[src/hw/rtl/assert_macros.svh]
// ----------------------------------------------------------------------------
// assertion macros
// concurrent checks that drop out of synthesis builds
// ----------------------------------------------------------------------------
`ifndef ASSERT_MACROS_SVH
`define ASSERT_MACROS_SVH

`ifndef SYNTHESIS

// condition holds at every clock edge out of reset
`define ASSERT_ALWAYS(lbl, clk, rst_n, cond) \
  lbl: assert property (@(posedge clk) disable iff (!(rst_n)) (cond)) \
    else $error("invariant violated");

// consequent holds in the same cycle as the antecedent
`define ASSERT_IMPLIES(lbl, clk, rst_n, ante, cons) \
  lbl: assert property (@(posedge clk) disable iff (!(rst_n)) (ante) |-> (cons)) \
    else $error("implication violated");

// consequent holds in the cycle after the antecedent
`define ASSERT_NEXT(lbl, clk, rst_n, ante, cons) \
  lbl: assert property (@(posedge clk) disable iff (!(rst_n)) (ante) |=> (cons)) \
    else $error("next-cycle implication violated");

`else

`define ASSERT_ALWAYS(lbl, clk, rst_n, cond)
`define ASSERT_IMPLIES(lbl, clk, rst_n, ante, cons)
`define ASSERT_NEXT(lbl, clk, rst_n, ante, cons)

`endif

`endif

[src/hw/rtl/bdq_pkg.sv]
// ----------------------------------------------------------------------------
// bdq_pkg
// shared codes and types of the bounded deque
// ----------------------------------------------------------------------------
package bdq_pkg;

  // command codes
  localparam logic [2:0] CMD_PUSH_TAIL = 3'd0;
  localparam logic [2:0] CMD_PUSH_HEAD = 3'd1;
  localparam logic [2:0] CMD_POP_HEAD  = 3'd2;
  localparam logic [2:0] CMD_POP_TAIL  = 3'd3;
  localparam logic [2:0] CMD_DELETE    = 3'd4;

  // status codes
  localparam logic [1:0] STS_DONE      = 2'd0;
  localparam logic [1:0] STS_EMPTY     = 2'd1;
  localparam logic [1:0] STS_FULL      = 2'd2;
  localparam logic [1:0] STS_NOT_FOUND = 2'd3;

  // fixed field widths of the stream
  localparam int CMD_W   = 3;
  localparam int ITEM_W  = 32;
  localparam int STS_W   = 2;
  localparam int IN_W    = ((CMD_W + ITEM_W + 7) / 8) * 8;

  typedef enum logic {
    ST_IDLE,
    ST_SCAN
  } state_t;

  // result strobe from the engine
  typedef struct packed {
    logic             valid;
    logic [STS_W-1:0] status;
  } res_ctl_t;

endpackage

[src/hw/rtl/bdq_ram.sv]
// ----------------------------------------------------------------------------
// bdq_ram
// generic single-write, single-read ram with registered read data
// ----------------------------------------------------------------------------
module bdq_ram #(
  parameter int WIDTH = 32,
  parameter int DEPTH = 64,
  localparam int AW   = $clog2(DEPTH)
) (
  input  logic             clk,
  input  logic             wr_en,
  input  logic [AW-1:0]    wr_addr,
  input  logic [WIDTH-1:0] wr_data,
  input  logic             rd_en,
  input  logic [AW-1:0]    rd_addr,
  output logic [WIDTH-1:0] rd_data
);

  logic [WIDTH-1:0] mem [DEPTH];

  always_ff @(posedge clk) begin
    if (wr_en) begin
      mem[wr_addr] <= wr_data;
    end
    if (rd_en) begin
      rd_data <= mem[rd_addr];
    end
  end

endmodule

[src/hw/rtl/bdq_engine.sv]
// ----------------------------------------------------------------------------
// bdq_engine
// head/count bookkeeping, push/pop updates and the delete compaction scan
// ----------------------------------------------------------------------------
`include "assert_macros.svh"

module bdq_engine #(
  parameter int CAPACITY    = 64,
  parameter int VALUE_WIDTH = 32,
  localparam int IDX_W      = $clog2(CAPACITY),
  localparam int CNT_W      = $clog2(CAPACITY + 1)
) (
  input  logic                   clk,
  input  logic                   rst_n,
  input  logic                   req_valid,
  input  logic [2:0]             req_cmd,
  input  logic [VALUE_WIDTH-1:0] req_value,
  output logic                   req_ready,
  output bdq_pkg::res_ctl_t      res,
  output logic [CNT_W-1:0]       res_removed,
  output logic [CNT_W-1:0]       res_length
);

  import bdq_pkg::*;

  localparam logic [CNT_W-1:0] CAP_CNT = CNT_W'(CAPACITY);
  localparam logic [IDX_W-1:0] LAST_IDX = IDX_W'(CAPACITY - 1);

  // physical slot of a logical offset from the head
  function automatic logic [IDX_W-1:0] wrap_add(input logic [IDX_W-1:0] base,
                                                input logic [CNT_W-1:0] off);
    logic [CNT_W:0] sum;
    sum = (CNT_W + 1)'(base) + (CNT_W + 1)'(off);
    if (sum >= (CNT_W + 1)'(CAPACITY)) begin
      sum = sum - (CNT_W + 1)'(CAPACITY);
    end
    return sum[IDX_W-1:0];
  endfunction

  state_t                 state_r, state_nxt;
  logic [IDX_W-1:0]       head_r, head_nxt;
  logic [CNT_W-1:0]       count_r, count_nxt;
  logic [VALUE_WIDTH-1:0] value_r, value_nxt;
  logic [CNT_W-1:0]       rd_off_r, rd_off_nxt;
  logic [CNT_W-1:0]       kept_r, kept_nxt;
  logic                   rd_vld_r, rd_vld_nxt;

  logic                   wr_en;
  logic [IDX_W-1:0]       wr_addr;
  logic [VALUE_WIDTH-1:0] wr_data;
  logic                   rd_issue;
  logic [IDX_W-1:0]       rd_addr;
  logic [VALUE_WIDTH-1:0] rd_data;
  logic                   scan_done;
  logic                   is_full;
  logic                   is_empty;

  bdq_ram #(
    .WIDTH (VALUE_WIDTH),
    .DEPTH (CAPACITY)
  ) u_ram (
    .clk     (clk),
    .wr_en   (wr_en),
    .wr_addr (wr_addr),
    .wr_data (wr_data),
    .rd_en   (rd_issue),
    .rd_addr (rd_addr),
    .rd_data (rd_data)
  );

  assign is_full   = (count_r == CAP_CNT);
  assign is_empty  = (count_r == '0);
  assign req_ready = (state_r == ST_IDLE);
  assign rd_issue  = (state_r == ST_SCAN) && (rd_off_r != count_r);
  assign rd_addr   = wrap_add(head_r, rd_off_r);
  assign scan_done = (state_r == ST_SCAN) && (rd_off_r == count_r) && !rd_vld_r;

  // next state
  always_comb begin
    state_nxt = state_r;
    unique case (state_r)
      ST_IDLE: begin
        if (req_valid && (req_cmd == CMD_DELETE) && !is_empty) begin
          state_nxt = ST_SCAN;
        end
      end
      ST_SCAN: begin
        if (scan_done) begin
          state_nxt = ST_IDLE;
        end
      end
      default: state_nxt = ST_IDLE;
    endcase
  end

  // datapath and outputs
  always_comb begin
    head_nxt    = head_r;
    count_nxt   = count_r;
    value_nxt   = value_r;
    rd_off_nxt  = rd_off_r;
    kept_nxt    = kept_r;
    rd_vld_nxt  = 1'b0;
    wr_en       = 1'b0;
    wr_addr     = wrap_add(head_r, count_r);
    wr_data     = req_value;
    res         = '0;
    res_removed = '0;
    res_length  = count_r;

    if (state_r == ST_IDLE) begin
      if (req_valid) begin
        res.valid  = 1'b1;
        res.status = STS_DONE;
        case (req_cmd)
          CMD_PUSH_TAIL: begin
            if (is_full) begin
              res.status = STS_FULL;
            end else begin
              wr_en     = 1'b1;
              count_nxt = count_r + CNT_W'(1);
            end
          end
          CMD_PUSH_HEAD: begin
            if (is_full) begin
              res.status = STS_FULL;
            end else begin
              head_nxt  = (head_r == '0) ? LAST_IDX : head_r - IDX_W'(1);
              wr_en     = 1'b1;
              wr_addr   = head_nxt;
              count_nxt = count_r + CNT_W'(1);
            end
          end
          CMD_POP_HEAD: begin
            if (is_empty) begin
              res.status = STS_EMPTY;
            end else begin
              head_nxt    = wrap_add(head_r, CNT_W'(1));
              count_nxt   = count_r - CNT_W'(1);
              res_removed = CNT_W'(1);
            end
          end
          CMD_POP_TAIL: begin
            if (is_empty) begin
              res.status = STS_EMPTY;
            end else begin
              count_nxt   = count_r - CNT_W'(1);
              res_removed = CNT_W'(1);
            end
          end
          CMD_DELETE: begin
            if (is_empty) begin
              res.status = STS_EMPTY;
            end else begin
              // result comes at the end of the scan
              res.valid  = 1'b0;
              value_nxt  = req_value;
              rd_off_nxt = '0;
              kept_nxt   = '0;
            end
          end
          default: ;
        endcase
        res_length = count_nxt;
      end
    end else begin
      // compaction: read offset i, write survivors back at offset kept
      if (rd_issue) begin
        rd_off_nxt = rd_off_r + CNT_W'(1);
        rd_vld_nxt = 1'b1;
      end
      if (rd_vld_r && (rd_data != value_r)) begin
        wr_en    = 1'b1;
        wr_addr  = wrap_add(head_r, kept_r);
        wr_data  = rd_data;
        kept_nxt = kept_r + CNT_W'(1);
      end
      if (scan_done) begin
        count_nxt   = kept_r;
        res.valid   = 1'b1;
        res.status  = (kept_r == count_r) ? STS_NOT_FOUND : STS_DONE;
        res_removed = count_r - kept_r;
        res_length  = kept_r;
      end
    end
  end

  always_ff @(posedge clk) begin
    if (!rst_n) begin
      state_r  <= ST_IDLE;
      head_r   <= '0;
      count_r  <= '0;
      rd_off_r <= '0;
      kept_r   <= '0;
      rd_vld_r <= 1'b0;
    end else begin
      state_r  <= state_nxt;
      head_r   <= head_nxt;
      count_r  <= count_nxt;
      rd_off_r <= rd_off_nxt;
      kept_r   <= kept_nxt;
      rd_vld_r <= rd_vld_nxt;
    end
  end

  always_ff @(posedge clk) begin
    value_r <= value_nxt;
  end

  `ASSERT_ALWAYS(a_count_bound, clk, rst_n, count_r <= CAP_CNT)
  `ASSERT_IMPLIES(a_kept_behind_reads, clk, rst_n, state_r == ST_SCAN, kept_r <= rd_off_r)
  `ASSERT_IMPLIES(a_no_rw_collision, clk, rst_n, wr_en && rd_issue, wr_addr != rd_addr)
  `ASSERT_IMPLIES(a_full_status, clk, rst_n, res.valid && (res.status == STS_FULL), is_full)
  `ASSERT_NEXT(a_scan_ends, clk, rst_n, scan_done, state_r == ST_IDLE)

endmodule

[src/hw/rtl/bounded_deque_with_delete_by_value_top.sv]
// ----------------------------------------------------------------------------
// bounded_deque_with_delete_by_value_top
// double-ended queue in a circular ram with delete of all matching values
// ----------------------------------------------------------------------------
// Each input transaction carries one command (push tail, push head, pop head,
// pop tail, delete value) and gives exactly one result transaction with a
// status, the number of entries removed and the new length. Entries live in a
// single ram of CAPACITY words with a registered read; the head index and
// entry count are flip-flops. Pushes, pops, refused commands and unused codes
// finish in the cycle they are accepted, and the result goes to the output
// register, or to the hold register while the output waits. A delete on a
// non-empty store walks the ram through its one read port, one entry per
// cycle, writing survivors back in order; no command is taken until the scan
// ends. A result register plus one hold register sit on the output, so a
// command is still accepted while one result waits to be taken. Ram contents
// need no clearing after reset: only held entries are ever read.
// ----------------------------------------------------------------------------
`include "assert_macros.svh"

module bounded_deque_with_delete_by_value_top #(
  parameter int CAPACITY    = 64,
  parameter int VALUE_WIDTH = 32,
  localparam int CNT_W      = $clog2(CAPACITY + 1),
  localparam int OUT_RAW    = 2 + 2 * CNT_W,
  localparam int OUT_W      = ((OUT_RAW + 7) / 8) * 8
) (
  input  logic                 clk,
  input  logic                 rst_n,
  // command stream
  input  logic                 in_tvalid,
  output logic                 in_tready,
  // [2:0] command, [34:3] item_value, rest zero
  input  logic [bdq_pkg::IN_W-1:0] in_tdata,
  // result stream
  output logic                 out_tvalid,
  input  logic                 out_tready,
  // [1:0] status, then removed_count (CNT_W bits), then length (CNT_W bits)
  output logic [OUT_W-1:0]     out_tdata
);

  import bdq_pkg::*;

  // command fields
  logic [CMD_W-1:0]         in_command;
  logic [ITEM_W-1:0]        in_item_value;
  logic [VALUE_WIDTH+ITEM_W-1:0] value_ext;
  logic [VALUE_WIDTH-1:0]   in_value;
  logic                     in_accept;

  // engine side
  logic                     eng_ready;
  res_ctl_t                 eng_res;
  logic [CNT_W-1:0]         eng_removed;
  logic [CNT_W-1:0]         eng_length;
  logic [OUT_RAW-1:0]       res_word;

  // output register plus one hold stage
  logic                     out_valid_r, out_valid_nxt;
  logic [OUT_RAW-1:0]       out_data_r, out_data_nxt;
  logic                     hold_valid_r, hold_valid_nxt;
  logic [OUT_RAW-1:0]       hold_data_r, hold_data_nxt;
  logic                     out_take;
  logic                     out_free;

  assign in_command    = in_tdata[CMD_W-1:0];
  assign in_item_value = in_tdata[CMD_W+ITEM_W-1:CMD_W];

  // keep the low VALUE_WIDTH bits of the item, zero-extended when wider
  assign value_ext = {VALUE_WIDTH'(0), in_item_value};
  assign in_value  = value_ext[VALUE_WIDTH-1:0];

  // new commands wait only for the engine and a free hold slot
  assign in_tready = eng_ready && !hold_valid_r;
  assign in_accept = in_tvalid && in_tready;

  bdq_engine #(
    .CAPACITY    (CAPACITY),
    .VALUE_WIDTH (VALUE_WIDTH)
  ) u_engine (
    .clk         (clk),
    .rst_n       (rst_n),
    .req_valid   (in_accept),
    .req_cmd     (in_command),
    .req_value   (in_value),
    .req_ready   (eng_ready),
    .res         (eng_res),
    .res_removed (eng_removed),
    .res_length  (eng_length)
  );

  assign res_word = {eng_length, eng_removed, eng_res.status};

  assign out_take = out_valid_r && out_tready;
  assign out_free = !out_valid_r || out_take;

  always_comb begin
    out_valid_nxt  = out_valid_r;
    out_data_nxt   = out_data_r;
    hold_valid_nxt = hold_valid_r;
    hold_data_nxt  = hold_data_r;

    if (out_take) begin
      out_valid_nxt = 1'b0;
    end
    // refill from the hold stage first, it is older
    if (out_take && hold_valid_r) begin
      out_valid_nxt  = 1'b1;
      out_data_nxt   = hold_data_r;
      hold_valid_nxt = 1'b0;
    end
    // a fresh result only arrives while the hold stage is empty
    if (eng_res.valid) begin
      if (out_free && !hold_valid_r) begin
        out_valid_nxt = 1'b1;
        out_data_nxt  = res_word;
      end else begin
        hold_valid_nxt = 1'b1;
        hold_data_nxt  = res_word;
      end
    end
  end

  always_ff @(posedge clk) begin
    if (!rst_n) begin
      out_valid_r  <= 1'b0;
      hold_valid_r <= 1'b0;
    end else begin
      out_valid_r  <= out_valid_nxt;
      hold_valid_r <= hold_valid_nxt;
    end
  end

  always_ff @(posedge clk) begin
    out_data_r  <= out_data_nxt;
    hold_data_r <= hold_data_nxt;
  end

  assign out_tvalid = out_valid_r;
  assign out_tdata  = OUT_W'(out_data_r);

  `ASSERT_IMPLIES(a_hold_behind_out, clk, rst_n, hold_valid_r, out_valid_r)
  `ASSERT_IMPLIES(a_no_result_overrun, clk, rst_n, eng_res.valid, !hold_valid_r)
  `ASSERT_NEXT(a_stall_fills_hold, clk, rst_n, eng_res.valid && !out_free, hold_valid_r)

endmodule
[config.mk]
export PLATFORM = sky130hd
export DESIGN_NAME = bounded_deque_with_delete_by_value_top
export DESIGN_NICKNAME = d
export VERILOG_FILES = /design/src/hw/rtl/bdq_pkg.sv /design/src/hw/rtl/bdq_ram.sv /design/src/hw/rtl/bdq_engine.sv /design/src/hw/rtl/bounded_deque_with_delete_by_value_top.sv
export VERILOG_INCLUDE_DIRS = /design/src /design/src/hw/rtl
export SDC_FILE = /design/constraint.sdc
export NUM_CORES = 2
export LEC_CHECK = 0
export BUFFER_PORTS_ARGS = -buffer_cell sky130_fd_sc_hd__buf_2
export CORE_MARGIN = 3
export CORE_UTILIZATION = 45
export CTS_BUF_LIST = sky130_fd_sc_hd__clkbuf_16
export CTS_CLUSTER_DIAMETER = 40
export DETAILED_ROUTE_END_ITERATION = 7
export HOLD_SLACK_MARGIN = 0.05
export PLACE_DENSITY = 0.71
export SETUP_SLACK_MARGIN = 0.4
export SYNTH_ARGS = -nofsm -noshare
export SYNTH_HDL_FRONTEND = slang
export SYNTH_SLANG_ARGS = --single-unit
[constraint.sdc]
create_clock -name clk -period 8 [get_ports clk]
set_input_delay 2.4 -clock clk [delete_from_list [all_inputs] [get_ports clk]]
set_output_delay 2.4 -clock clk [all_outputs]
set_load 0.05 [all_outputs]
==> out/metrics.yaml <==
clock_tree:
  clk-insertion-delay-late_ns: 0.84
  cts_buffers: 222
  root_buffer: "clkbuf_16"
  h-tree-depth: 4
  cts_tree: "built"
  ctsHoldBuffers: 0
  path_clk_slew_ns: 0.06
  clock_sinks: 2175
  post_cts_buffers: 0
  clockBufferDepth: 3
  cts_resized: 0
synthesis:
  avgSynthCellArea_um2: 22.8
  synth_edf_count: 2128
  yosysWarnings: 0
  syn-cell-area_um2: 85300
  postSynth.topFlopCell: "edfxtp_1"
  synth.most_common_cell: "edfxtp_1"
  ys_seq_area_share_pct: 76.0
  yosys-top-cells-count: "edfxtp_1, mux4_2, clkbuf_1"
  ys_seq_elements: 2175
  synth.largest_area_cell: "edfxtp_1"
  synth.top_cells.by_area: "edfxtp_1, mux4_2, dfxtp_1"
  synth_cells: 3735
  ys_types: 76
  yosysTopAreaCellShare_pct: 74.9
  syn-num-nets: 3812
  async_flop_share_pct: 0
floorplanning:
  start_util_pct: 45.4
  die_area_um2: 195000
  rows: 159
  fp.dieH_um: 441
  die_width_um: 441
  pin_count: 62
  coreArea_um2: 188000
detailed_routing:
  final_antenna_net_count: 0
  wl_um: 197000
  firstDrtPassIters: 6
  viasPerCell: 6.06
  vias: 40400
  drc_errors: 0
  drt_iter0_drc: 5109
  wl_per_cell_um: 29.7
setup_path:
  critPathMostFrequentCell: "a211oi_1"
  endpoint_kind: "flip-flop"
  path_buf_inv: 2
  path_delay_family: "simple AND/OR/NAND/NOR gates"
  cpMaxStageDelayCell: "nor3_4"
  path_cells: "buf_2, nor4b_4, o211ai_2, a211oi_1, a211oi_1, a311oi_4, or3b_1, nor3_4, buf_12"
  startpoint_type: "input port"
  slowest_delay_ns: 0.92
  required_ns: 8.50
  cp_max_fo: 19
  critical_path_class: "input port to flip-flop"
  critical_path_arrival_ns: 6.27
placement:
  gp_congestion: 0.871
  port-buffer-count: 56
  postPlaceCellArea_um2: 89700
  dp_cells: 6242
  hpwl_um: 112000
timing:
  clock_skew_ns: 0.0387
  setup_viol_count_final: 0
  hold_viol_final: 0
  max_clock_freq_mhz: 173
  final.min_clock_period_ns: 5.77
  worst_pin_slew_ns: 1.37
  slew_headroom_pct: 7.91
  drv_slew: 0
  finalCritPeriodShare_pct: 72.1
  finalSetupTns_ns: 0
  hold_ws_ns: 0.523
  grt_setup_unrepaired: "false"
layout:
  area.sequential_um2: 64800
  final_area_um2: 97100
  utilization_pct: 51.7
  area_growth_pct: 13.9
  finalNetCount: 4049
  fillerInstances: 14100
  multi_input_area_um2: 20000
  finalNonFillerCells: 6657
  drive_gt1_share_pct: 31.9
grt:
  grt_max_degree: 80
  grt_pass1_wl_um: 288000
  antenna_found_initial: 12
  grt_usage_pct: 20.4
  grt_pass1_vias: 40700
  grt_remaining_overflow: 0
power_and_ir_drop:
  powerDensity_nw_per_um2: 250
  leakage_nw: 30.0
  irDropWorstVdd_uv: 270
job:
  cap_violations: 0
min_path:
  hold_class: "flip-flop to flip-flop"
status:
  status: "finished, final reports clean"
[layout make-up]
class	count	share of cell area, %
Multi-Input combinational cell	1337	20.6
Sequential cell	2175	66.8
Clock buffer	226	5.82
Timing Repair Buffer	212	1.74
Inverter	24	0.0928
Clock inverter	184	1.79
Tap cell	2495	3.21
Antenna cell	4	0.0103
[registers in the layout (all words and copies together) (netlist names), named ones only]
| name | cells |
|---|---|
| u_engine.u_ram.rd_data | 32 |
| hold_data_r | 16 |
| u_engine.kept_r | 7 |
| u_engine.value_r | 32 |
| u_engine.u_ram.mem | 2048 |
| out_tdata | 16 |
| u_engine.rd_off_r | 7 |
| hold_valid_r | 1 |
| u_engine.rd_vld_r | 1 |
| u_engine.count_r | 7 |
| u_engine.state_r | 1 |
| u_engine.head_r | 6 |
[power breakdown]
group	switching (mW)	internal (mW)	leakage, nW	total, mW
combinational	0.874	0.540	6.73	1.41
sequential	0.0233	12.6	19.5	12.6
clock	4.39	5.95	3.71	10.3
[cells by family after synthesis]
family	Yosys count	share of synthesized area (%)
DFF	2175	76.0
muxes	731	18.0
and+or+nand+nor	295	1.98
buffers and inverters	223	1.05
AOI/OAI and AO/OA	204	1.63
xor gates and xnor gates	74	0.760
adders and majority gates	33	0.519
[routing by layer]
layer | track usage [%] | share of wire [%] | up-vias
li1 | - | - | 16400
met4 | 5.97 | 2.6 | 8
met2 | 32.4 | 49 | 2012
met1 | 28.9 | 39 | 21600
met3 | 4.28 | 9.6 | 311
met5 | 0 | 0.023 | -
[worst paths after layout]
check,startpoint,endpoint,slack (ns),cells past startpoint
max,in_tdata[2],u_engine.u_ram.mem[60][16],2.23,9
min,hold_data_r[7],out_tdata[7],0.52,2
max reg2reg,u_engine.head_r[0],u_engine.u_ram.rd_data[19],2.71,8
min reg2reg,hold_data_r[7],out_tdata[7],0.52,2
[stage by stage]
step | power, mW | setup slack [ns]
floorplan | 13.7 | 0.326
global placement | 14.2 | 1.51
detailed placement | 14.2 | 1.50
CTS | 24.5 | 2.38
global route | 25.0 | 2.10
finish | 24.3 | 2.23
[cells in the final DEF, fill, tap and decap left out, drive strengths merged, types with 4 or more instances in the layout]
master	instances
a21boi	7
and3	6
clkinvlp	22
xnor2	22
nand2b	9
edfxtp	2128
o31ai	4
ha	29
nor3	72
o22ai	9
and2	19
inv	84
nor2	43
mux2	37
o211ai	8
a21oi	56
nand3	22
nor2b	44
bufinv	24
nand4	7
mux2i	54
diode	4
o21bai	6
clkbuf	226
mux4	640
a21o	14
nor4	14
o32ai	5
nand2	37
clkinv	78
o221ai	4
a211oi	37
fa	4
o21ai	30
dfxtp	47
a22oi	4
xor2	52
buf	212
[tightest hold or removal path, delay by kind of cell (launching register included)]
| kind | cells | cell delay [ns] |
|---|---|---|
| muxes | 1 | 0.06 |
| AOI/OAI and AO/OA | 1 | 0.10 |
| DFF | 1 | 0.32 |
Note: power is estimated with default switching activity, not from simulation.
